`src/hdl/arq_sender_window_timers_assert.svh`:
```
// Assertion macros used by the sender window datapath.
`ifndef ARQ_SENDER_WINDOW_TIMERS_ASSERT_SVH
`define ARQ_SENDER_WINDOW_TIMERS_ASSERT_SVH

// The expression holds at every clock edge outside reset.
`define ARQ_ASSERT_ALWAYS(label, expr, msg) \
    label: assert property (@(posedge i_clk) disable iff (!i_rst_n) (expr)) \
        else $error(msg);

// The antecedent in one cycle implies the consequent in the next.
`define ARQ_ASSERT_NEXT(label, ante, cons, msg) \
    label: assert property (@(posedge i_clk) disable iff (!i_rst_n) \
        (ante) |=> (cons)) else $error(msg);

`endif

```
`src/hdl/arq_pkg.sv`:
```
`default_nettype none
package arq_pkg;

    localparam logic [1:0] REQ_SEND    = 2'd0;
    localparam logic [1:0] REQ_ACK     = 2'd1;
    localparam logic [1:0] REQ_RESCHED = 2'd2;
    localparam logic [1:0] REQ_EXPIRE  = 2'd3;

    localparam int MAX_RESULTS = 16;
    localparam int CNT_W       = 5;
    localparam int BUF_IW      = 4;

    typedef enum logic [3:0] {
        S_IDLE,
        S_EXEC,
        S_SLIDE,
        S_XSTART,
        S_XSCAN,
        S_XPICK,
        S_ESTART,
        S_ESCAN,
        S_EMIT
    } t_state;

    typedef struct packed {
        logic load;
        logic exec;
        logic slide;
        logic scan_start;
        logic scan_run;
        logic scan_expire;
        logic pick;
        logic emit_next;
    } t_cmd;

    typedef struct packed {
        logic is_expire;
        logic ack_ok;
        logic slide_more;
        logic scan_done;
        logic found;
        logic cnt_last;
        logic emit_last;
    } t_stat;

endpackage
`default_nettype wire

```
`src/hdl/arq_ram.sv`:
```
`default_nettype none
module arq_ram #(
    parameter int WIDTH = 48,
    parameter int DEPTH = 16
) (
    input  wire logic                                    i_clk,
    input  wire logic                                    i_we,
    input  wire logic [((DEPTH > 1) ? $clog2(DEPTH) : 1)-1:0] i_waddr,
    input  wire logic [WIDTH-1:0]                        i_wdata,
    input  wire logic [((DEPTH > 1) ? $clog2(DEPTH) : 1)-1:0] i_raddr,
    output logic      [WIDTH-1:0]                        o_rdata
);

    logic [WIDTH-1:0] r_mem [DEPTH];

    always_ff @(posedge i_clk) begin
        if (i_we) begin
            r_mem[i_waddr] <= i_wdata;
        end
        o_rdata <= r_mem[i_raddr];
    end

endmodule
`default_nettype wire

```
`src/hdl/arq_ctrl.sv`:
```
`default_nettype none
module arq_ctrl (
    input  wire logic           i_clk,
    input  wire logic           i_rst_n,
    input  wire logic           i_valid,
    output logic                o_stall,
    output logic                o_valid,
    input  wire logic           i_stall,
    input  wire arq_pkg::t_stat i_stat,
    output arq_pkg::t_cmd       o_cmd
);

    arq_pkg::t_state r_state, n_state;

    always_ff @(posedge i_clk) begin
        if (!i_rst_n) begin
            r_state <= arq_pkg::S_IDLE;
        end else begin
            r_state <= n_state;
        end
    end

    always_comb begin
        n_state = r_state;
        o_cmd   = '0;
        o_stall = 1'b1;
        o_valid = 1'b0;
        unique case (r_state)
            arq_pkg::S_IDLE: begin
                // Nothing is taken while reset is held.
                o_stall = !i_rst_n;
                if (i_valid) begin
                    o_cmd.load = 1'b1;
                    n_state    = arq_pkg::S_EXEC;
                end
            end
            arq_pkg::S_EXEC: begin
                o_cmd.exec = 1'b1;
                priority if (i_stat.is_expire) begin
                    n_state = arq_pkg::S_XSTART;
                end else if (i_stat.ack_ok) begin
                    n_state = arq_pkg::S_SLIDE;
                end else begin
                    n_state = arq_pkg::S_ESTART;
                end
            end
            arq_pkg::S_SLIDE: begin
                o_cmd.slide = 1'b1;
                if (!i_stat.slide_more) begin
                    n_state = arq_pkg::S_ESTART;
                end
            end
            arq_pkg::S_XSTART: begin
                o_cmd.scan_start = 1'b1;
                n_state          = arq_pkg::S_XSCAN;
            end
            arq_pkg::S_XSCAN: begin
                o_cmd.scan_run    = 1'b1;
                o_cmd.scan_expire = 1'b1;
                if (i_stat.scan_done) begin
                    n_state = arq_pkg::S_XPICK;
                end
            end
            arq_pkg::S_XPICK: begin
                o_cmd.pick = 1'b1;
                if (!i_stat.found || i_stat.cnt_last) begin
                    n_state = arq_pkg::S_ESTART;
                end else begin
                    n_state = arq_pkg::S_XSTART;
                end
            end
            arq_pkg::S_ESTART: begin
                o_cmd.scan_start = 1'b1;
                n_state          = arq_pkg::S_ESCAN;
            end
            arq_pkg::S_ESCAN: begin
                o_cmd.scan_run = 1'b1;
                if (i_stat.scan_done) begin
                    n_state = arq_pkg::S_EMIT;
                end
            end
            arq_pkg::S_EMIT: begin
                o_valid = 1'b1;
                if (!i_stall) begin
                    o_cmd.emit_next = 1'b1;
                    if (i_stat.emit_last) begin
                        n_state = arq_pkg::S_IDLE;
                    end
                end
            end
            default: begin
                n_state = arq_pkg::S_IDLE;
            end
        endcase
    end

endmodule
`default_nettype wire

```
`src/hdl/arq_datapath.sv`:
```
`default_nettype none
module arq_datapath #(
    parameter int WINDOW = 16
) (
    input  wire logic           i_clk,
    input  wire logic           i_rst_n,
    input  wire arq_pkg::t_cmd  i_cmd,
    output arq_pkg::t_stat      o_stat,
    input  wire logic [1:0]     i_req_type,
    input  wire logic [31:0]    i_seq_in,
    input  wire logic [47:0]    i_time_value,
    output logic                o_status,
    output logic      [31:0]    o_seq_out,
    output logic                o_seq_valid,
    output logic                o_last,
    output logic      [31:0]    o_window_base,
    output logic      [31:0]    o_next_seq,
    output logic                o_earliest_valid,
    output logic      [47:0]    o_earliest_time
);

    localparam int SW = (WINDOW > 1) ? $clog2(WINDOW) : 1;
    localparam int PW = $clog2(WINDOW + 1);
    localparam logic [SW-1:0] LAST_SLOT = SW'(WINDOW - 1);

    logic [1:0]  r_req;
    logic [31:0] r_seq;
    logic [47:0] r_tv;

    logic [WINDOW-1:0] r_out, r_armed;
    logic [31:0]       r_base, r_next;
    logic [SW-1:0]     r_base_slot, r_next_slot;

    // Scan pointer, issue stage and best candidate.
    logic [PW-1:0] r_ptr;
    logic [SW-1:0] r_pslot;
    logic          r_p_v, r_p_ok;
    logic [31:0]   r_p_seq;
    logic [SW-1:0] r_p_slot;
    logic          r_found;
    logic [47:0]   r_bt;
    logic [31:0]   r_bseq;
    logic [SW-1:0] r_bslot;

    logic [31:0]              r_buf [arq_pkg::MAX_RESULTS];
    logic [arq_pkg::CNT_W-1:0] r_cnt;
    logic [arq_pkg::BUF_IW-1:0] r_eptr;
    logic                     r_res_status, r_res_sv;
    logic [31:0]              r_res_seq;

    logic [31:0]   occ, seq_off;
    logic          in_win, full, acc_ok, scanning, take;
    logic [SW:0]   slot_sum;
    logic [SW-1:0] slot_a;
    logic          ram_we;
    logic [SW-1:0] ram_waddr;
    logic [47:0]   rdata;

    function automatic logic [SW-1:0] wrap_inc(input logic [SW-1:0] s);
        wrap_inc = (s == LAST_SLOT) ? '0 : s + SW'(1);
    endfunction

    assign occ      = r_next - r_base;
    assign seq_off  = r_seq - r_base;
    assign in_win   = seq_off < occ;
    assign full     = occ >= 32'(WINDOW);
    assign slot_sum = {1'b0, r_base_slot} + seq_off[SW:0];
    assign slot_a   = (slot_sum >= (SW+1)'(WINDOW)) ? SW'(slot_sum - (SW+1)'(WINDOW))
                                                    : slot_sum[SW-1:0];
    assign acc_ok   = in_win && r_out[slot_a];
    assign scanning = i_cmd.scan_run && (r_ptr < PW'(WINDOW));
    assign take     = r_p_v && r_p_ok && (!i_cmd.scan_expire || rdata <= r_tv) &&
                      (!r_found || rdata < r_bt);

    assign ram_we    = i_cmd.exec && ((r_req == arq_pkg::REQ_SEND && !full) ||
                       (r_req == arq_pkg::REQ_RESCHED && acc_ok));
    assign ram_waddr = (r_req == arq_pkg::REQ_SEND) ? r_next_slot : slot_a;

    arq_ram #(
        .WIDTH (48),
        .DEPTH (WINDOW)
    ) u_deadline (
        .i_clk   (i_clk),
        .i_we    (ram_we),
        .i_waddr (ram_waddr),
        .i_wdata (r_tv),
        .i_raddr (r_pslot),
        .o_rdata (rdata)
    );

    always_ff @(posedge i_clk) begin
        if (i_cmd.load) begin
            r_req <= i_req_type;
            r_seq <= i_seq_in;
            r_tv  <= i_time_value;
        end
        if (i_cmd.exec) begin
            r_res_status <= 1'b1;
            r_res_sv     <= 1'b0;
            r_res_seq    <= '0;
            if (r_req == arq_pkg::REQ_SEND && !full) begin
                r_res_status <= 1'b0;
                r_res_sv     <= 1'b1;
                r_res_seq    <= r_next;
            end else if (r_req != arq_pkg::REQ_SEND && acc_ok) begin
                r_res_status <= 1'b0;
            end
        end
        if (scanning) begin
            r_p_seq  <= r_base + 32'(r_ptr);
            r_p_slot <= r_pslot;
            r_p_ok   <= r_armed[r_pslot];
        end
        if (take) begin
            r_bt    <= rdata;
            r_bseq  <= r_p_seq;
            r_bslot <= r_p_slot;
        end
        if (i_cmd.pick && r_found) begin
            r_buf[r_cnt[arq_pkg::BUF_IW-1:0]] <= r_bseq;
        end
    end

    always_ff @(posedge i_clk) begin
        if (!i_rst_n) begin
            r_out       <= '0;
            r_armed     <= '0;
            r_base      <= '0;
            r_next      <= '0;
            r_base_slot <= '0;
            r_next_slot <= '0;
            r_ptr       <= '0;
            r_pslot     <= '0;
            r_p_v       <= 1'b0;
            r_found     <= 1'b0;
            r_cnt       <= '0;
            r_eptr      <= '0;
        end else begin
            if (i_cmd.exec) begin
                r_cnt  <= '0;
                r_eptr <= '0;
                unique case (r_req)
                    arq_pkg::REQ_SEND: begin
                        if (!full) begin
                            r_out[r_next_slot]   <= 1'b1;
                            r_armed[r_next_slot] <= 1'b1;
                            r_next               <= r_next + 32'd1;
                            r_next_slot          <= wrap_inc(r_next_slot);
                        end
                    end
                    arq_pkg::REQ_ACK: begin
                        if (acc_ok) begin
                            r_out[slot_a]   <= 1'b0;
                            r_armed[slot_a] <= 1'b0;
                        end
                    end
                    arq_pkg::REQ_RESCHED: begin
                        if (acc_ok) begin
                            r_armed[slot_a] <= 1'b1;
                        end
                    end
                    arq_pkg::REQ_EXPIRE: begin
                    end
                endcase
            end
            if (i_cmd.slide && o_stat.slide_more) begin
                r_base      <= r_base + 32'd1;
                r_base_slot <= wrap_inc(r_base_slot);
            end
            if (i_cmd.scan_start) begin
                r_ptr   <= '0;
                r_pslot <= r_base_slot;
                r_p_v   <= 1'b0;
                r_found <= 1'b0;
            end else begin
                r_p_v <= scanning;
                if (scanning) begin
                    r_ptr   <= r_ptr + PW'(1);
                    r_pslot <= wrap_inc(r_pslot);
                end
                if (take) begin
                    r_found <= 1'b1;
                end
            end
            if (i_cmd.pick && r_found) begin
                r_armed[r_bslot] <= 1'b0;
                r_cnt            <= r_cnt + arq_pkg::CNT_W'(1);
            end
            if (i_cmd.emit_next) begin
                r_eptr <= r_eptr + arq_pkg::BUF_IW'(1);
            end
        end
    end

    always_comb begin
        o_stat.is_expire  = (r_req == arq_pkg::REQ_EXPIRE);
        o_stat.ack_ok     = (r_req == arq_pkg::REQ_ACK) && acc_ok;
        o_stat.slide_more = (r_base != r_next) && !r_out[r_base_slot];
        o_stat.scan_done  = (r_ptr == PW'(WINDOW)) && !r_p_v;
        o_stat.found      = r_found;
        o_stat.cnt_last   = (r_cnt == arq_pkg::CNT_W'(arq_pkg::MAX_RESULTS - 1));
        o_stat.emit_last  = !o_stat.is_expire || (r_cnt == '0) ||
                            ({1'b0, r_eptr} == r_cnt - arq_pkg::CNT_W'(1));
    end

    always_comb begin
        if (o_stat.is_expire) begin
            o_status    = 1'b0;
            o_seq_valid = (r_cnt != '0);
            o_seq_out   = (r_cnt != '0) ? r_buf[r_eptr] : '0;
        end else begin
            o_status    = r_res_status;
            o_seq_valid = r_res_sv;
            o_seq_out   = r_res_seq;
        end
    end

    assign o_last           = o_stat.emit_last;
    assign o_window_base    = r_base;
    assign o_next_seq       = r_next;
    assign o_earliest_valid = r_found;
    assign o_earliest_time  = r_found ? r_bt : '0;

`include "arq_sender_window_timers_assert.svh"

    `ARQ_ASSERT_ALWAYS(a_armed_outstanding, (r_armed & ~r_out) == '0, "armed slot not outstanding")
    `ARQ_ASSERT_ALWAYS(a_occupancy, (r_next - r_base) <= 32'(WINDOW), "window overfilled")
    `ARQ_ASSERT_ALWAYS(a_count, r_cnt <= arq_pkg::CNT_W'(arq_pkg::MAX_RESULTS), "too many expired")
    `ARQ_ASSERT_NEXT(a_pick_disarms, i_cmd.pick && r_found, !r_armed[$past(r_bslot)], "expired slot still armed")

endmodule
`default_nettype wire

```
`src/hdl/arq_sender_window_timers.sv`:
```
// Each request runs an execute step and then a final scan for the earliest timer before its
// result is shown; an accepted ack slides the base once per freed slot before that scan.
// An expire with k due packets first runs min(k+1,16) deadline scans, then shows one result
// per cycle while i_stall is low. Only one transaction is handled at a time, bounded by the
// slot scans through the single read port of the deadline memory. Synchronous active-low
// reset empties the window and disarms all timers at once; deadlines are not cleared.
`default_nettype none
module arq_sender_window_timers #(
    parameter int WINDOW = 16
) (
    input  wire logic        i_clk,
    input  wire logic        i_rst_n,
    input  wire logic        i_valid,
    output logic             o_stall,
    input  wire logic [1:0]  i_req_type,
    input  wire logic [31:0] i_seq_in,
    input  wire logic [47:0] i_time_value,
    output logic             o_valid,
    input  wire logic        i_stall,
    output logic             o_status,
    output logic      [31:0] o_seq_out,
    output logic             o_seq_valid,
    output logic             o_last,
    output logic      [31:0] o_window_base,
    output logic      [31:0] o_next_seq,
    output logic             o_earliest_valid,
    output logic      [47:0] o_earliest_time
);

    // The controller sequences each request: an execute step, then a base slide for an accepted
    // ack, repeated deadline scans for an expire, and a final scan for the earliest timer.
    // Results are held in the datapath and shown one transaction at a time afterwards,
    // so every result reports the window and timer state after the whole request.
    arq_pkg::t_cmd  cmd;
    arq_pkg::t_stat stat;

    arq_ctrl u_ctrl (
        .i_clk   (i_clk),
        .i_rst_n (i_rst_n),
        .i_valid (i_valid),
        .o_stall (o_stall),
        .o_valid (o_valid),
        .i_stall (i_stall),
        .i_stat  (stat),
        .o_cmd   (cmd)
    );

    // The datapath owns the slot bits, the deadline memory and the result buffer.
    arq_datapath #(
        .WINDOW (WINDOW)
    ) u_dp (
        .i_clk            (i_clk),
        .i_rst_n          (i_rst_n),
        .i_cmd            (cmd),
        .o_stat           (stat),
        .i_req_type       (i_req_type),
        .i_seq_in         (i_seq_in),
        .i_time_value     (i_time_value),
        .o_status         (o_status),
        .o_seq_out        (o_seq_out),
        .o_seq_valid      (o_seq_valid),
        .o_last           (o_last),
        .o_window_base    (o_window_base),
        .o_next_seq       (o_next_seq),
        .o_earliest_valid (o_earliest_valid),
        .o_earliest_time  (o_earliest_time)
    );

endmodule
`default_nettype wire
```
`config.mk`:
```
export PLATFORM = sky130hd
export DESIGN_NAME = arq_sender_window_timers
export DESIGN_NICKNAME = d
export VERILOG_FILES = /design/src/hdl/arq_pkg.sv /design/src/hdl/arq_ram.sv /design/src/hdl/arq_ctrl.sv /design/src/hdl/arq_datapath.sv /design/src/hdl/arq_sender_window_timers.sv
export VERILOG_INCLUDE_DIRS = /design/src /design/src/hdl
export SDC_FILE = /design/constraint.sdc
export NUM_CORES = 2
export LEC_CHECK = 0
export ABC_AREA = 1
export BUFFER_PORTS_ARGS = -buffer_cell sky130_fd_sc_hd__buf_2
export CORE_UTILIZATION = 40
export CTS_BUF_LIST = sky130_fd_sc_hd__clkbuf_16
export CTS_CLUSTER_DIAMETER = 200
export DETAILED_ROUTE_END_ITERATION = 10
export GPL_ROUTABILITY_DRIVEN = 0
export PLACE_DENSITY = 0.6
export SLEW_MARGIN = 20
export SYNTH_ARGS = -nofsm -noshare
export SYNTH_HDL_FRONTEND = slang
export SYNTH_SLANG_ARGS = --single-unit
```
`constraint.sdc`:
```
create_clock -name i_clk -period 6.4 [get_ports i_clk]
set_clock_uncertainty 0.1 [all_clocks]
set_input_delay 0.32 -clock i_clk [delete_from_list [all_inputs] [get_ports i_clk]]
set_output_delay 0.32 -clock i_clk [all_outputs]
set_load 0.01 [all_outputs]
```
==> impl_metrics.toml <==
[clocking]
cts_made_buffers = 176
clock-sinks = 1697
clk_latency_ns = 0.85
cts_setup_buffers = 0
h-tree-depth = 4
cts.path.max_buffers = 3
clkTransAtPathRegs_ns = 0.06
cts_tree = "yes"
cts_root_buf = "clkbuf_16"

[synthesis]
synth_cells = 6815
synth_cell_type_count = 62
synth_top_cells_by_area = "edfxtp_1 60%, o21ai_0 5.1%, dfxtp_1 4.7%, nand2_1 4.4%, ha_1 3.5%"
ys.flop_type = "edfxtp_1"
syn-num-nets = 7117
syn_avg_cell_area_sq_um = 11.1
synthTopCellsByCount = "1,517 x edfxtp_1, 880 x nand2_1, 771 x o21ai_0"
ys_seq_elements = 1697
yosysWarnings = 0
synth-edff-count = 1517
synthMostInstantiatedCell = "edfxtp_1"
synth_top_area_cell = "edfxtp_1"
ys_async_sr_fraction_pct = 0
synthesis.area_sq_um = 75900
ys_seq_area_share_pct = 64.8
synth.top_cell.area_share_pct = 60.0

[setup_path]
cpMostUsedCell = "nand2_1"
crit_required_ns = 6.80
cp_data_arrival_time_ns = 6.27
cp_max_fo = 46
rr_endpoint = "u_dp.u_deadline.r_mem[6][28]"
startpoint_type = "flip-flop"
r2r_slack_ns = 0.53
slowest_stage = "nand4_1"
crit_type = "flip-flop to flip-flop"
rr_startpoint = "u_dp.o_window_base[2]"
rr_worst_depth = 27
crit_path_max_incr_delay_ns = 0.43
cp-end-kind = "flip-flop"

[sta]
fmax_ghz = 0.170
whs_ns = 0.0823
worst_pin_slew_ns = 1.21
finalCriticalPeriod_ns = 5.87
drv_slew = 0
period_share_pct = 91.8
hold_violations = 0
setup_violations = 0
rsz0062_at_grt = "no"
relSlewSlack_pct = 18.7

[power]
switching_share_pct = 33.4
power_per_cell_area_nw_per_um2 = 362
pwr-share-comb_pct = 22.7
internal-power_uw = 20900
power.total_uw = 31400
vdd_ir_drop_max_v = 0.000335
pwr-share-seq_pct = 45.9
p_sw_uw = 10500
p_leak_uw = 0.0317
clock_power_share_pct = 31.5

[cells_and_area]
fin_nets = 7396
layoutNonFillerInstCount = 9727
fin_util_pct = 46.0
drive_gt1_share_pct = 10.2
syn2layout_area_growth_pct = 14.0

[placed_design]
dp_hpwl_microns = 141000
io_buffer_count = 235
dp_cells = 9325

[route]
routedWlPerCell_microns = 23.1
wl_microns = 224000
antenna_left = 0
dr_total_vias = 54000
drtPass1Iterations = 9
drc = 12
drtIter0Drc = 6175
vias_per_cell = 5.55

[global_route]
first_global_vias = 50900
grt_max_degree = 183
use_met3_pct = 3.13
antenna_found_initial = 6
grt_pass1_wl_microns = 328000
track_usage_pct = 22.8
use_met1_pct = 31.4
busiest_layer = "met2"
use_met2_pct = 35.9
grt_overflow = 0

[run]
cap_violations = 0

[hold_path]
worstHoldStart = "i_time_value[20]"
whs_endpoint = "u_dp.r_tv[20]"
hold_path_depth = 2
hp-class = "input pin to flip-flop"

[die]
start_util_pct = 40.3
std_cell_rows = 159
die_h_microns = 438
dieWidth_microns = 438
design.die.area_sq_um = 192000
io_pins = 236
core_sq_um = 188000

[run_status]
violations = "design-rule violations"
status = "finished with violations"
==> logic make-up after synthesis <==
family | synth area share [%]
AOI/OAI and AO/OA | 11.8
xor gates and xnor gates | 1.31
adders and majority gates | 3.60
buffers and inverters | 5.21
DFF | 64.8
muxes | 1.69
and+or+nand+nor | 11.7
==> layout make-up <==
class,instances,area [sq um]
inverters,700,2650
multi-input cells,4101,23100
diodes,5,12.5
flip-flops and latches,1697,49200
clock inverters,135,1170
repair buffers,418,2930
fillers,17200,102000
clock buffers,176,4400
well taps,2495,3120
==> layout by cell type, fill, tap and decap left out, types with 16 or more instances in the layout <==
| cell | count |
|---|---|
| a22o_1 | 26 |
| nor3_1 | 72 |
| nor2_2 | 41 |
| ha_1 | 212 |
| o211ai_1 | 57 |
| nor2_1 | 625 |
| o221ai_1 | 84 |
| inv_1 | 709 |
| clkinv_2 | 32 |
| nand4_1 | 114 |
| clkinv_1 | 40 |
| xnor2_1 | 18 |
| nand3_1 | 220 |
| clkbuf_16 | 176 |
| nor4_1 | 18 |
| o21ai_0 | 771 |
| buf_4 | 81 |
| nand2_1 | 879 |
| nor2_4 | 44 |
| dlygate4sd3_1 | 86 |
| buf_2 | 235 |
| mux2i_1 | 128 |
| edfxtp_1 | 1517 |
| o22ai_1 | 148 |
| a31oi_1 | 16 |
| inv_2 | 21 |
| a21oi_1 | 381 |
| dfxtp_1 | 172 |
| xor2_1 | 94 |
==> repair_timing <==
action	4_1_cts	5_1_grt
endpoints found under the setup margin	0	119
hold endpoints to repair	116	0
hold buffers	86	0
resized for setup	0	4
==> per-stage QoR <==
| stage | TNS (ns) | worst slack (ns) | cell area, sq um |
|---|---|---|---|
| final | 0 | 0.527 | 86600 |
| after global routing | 0 | 0.00217 | 86600 |
| after CTS | 0 | 0.498 | 86500 |
| after detailed placement | 0 | 0.490 | 80100 |
| after global placement | 0 | 0.532 | 80100 |
| after floorplan | -118.25 | -0.155 | 75900 |
==> registers in the layout, summed over array words and instances (netlist names), 48 cells and up, named ones only <==
register and count:
u_dp.r_bt 48, u_dp.r_buf 512, u_dp.r_tv 48, u_dp.u_deadline.o_rdata 48, u_dp.u_deadline.r_mem 768
==> metal layers <==
layer / share of wire, % / wire, microns / vias to the layer above
met5: 0 / 0 / -
met3: 7.0 / 15800 / 389
li1: - / - / 24800
met4: 4.0 / 9060 / 0
met1: 43 / 95500 / 26500
met2: 46 / 104000 / 2248
==> power by group through the flow <==
stage	logic (uW)	clock network, uW	registers, uW
6_report	7110	9880	14400
5_1_grt	7850	10400	14500
4_1_cts	7090	10000	14400
3_5_place_dp	7010	0	14600
3_3_place_gp	6890	0	14600
2_1_floorplan	4810	0	14000
==> how the worst max path moves through the flow <==
stage / from / end / slack [ns] / cells after the start
2_1_floorplan: u_dp.o_window_base[2] / u_dp.u_deadline.r_mem[0][0] / -0.15 / 26
3_3_place_gp: u_dp.o_window_base[1] / u_dp.u_deadline.r_mem[5][27] / 0.53 / 26
3_5_place_dp: u_dp.o_window_base[1] / u_dp.u_deadline.r_mem[7][10] / 0.49 / 26
4_1_cts: u_dp.o_window_base[1] / u_dp.u_deadline.r_mem[7][17] / 0.50 / 26
5_1_grt: u_dp.o_window_base[2] / u_dp.u_deadline.r_mem[2][47] / 0.002 / 26
6_report: u_dp.o_window_base[2] / u_dp.u_deadline.r_mem[6][28] / 0.53 / 27
==> worst max-delay path: cells and delay by family (launching register included) <==
family          cells  cell delay (ns)
flops               1             0.39
compound gates     10             1.94
fa+ha+maj           2             0.68
simple gates       12             1.82
buf+inv             3             0.58
(Power assumes the default switching activity.)
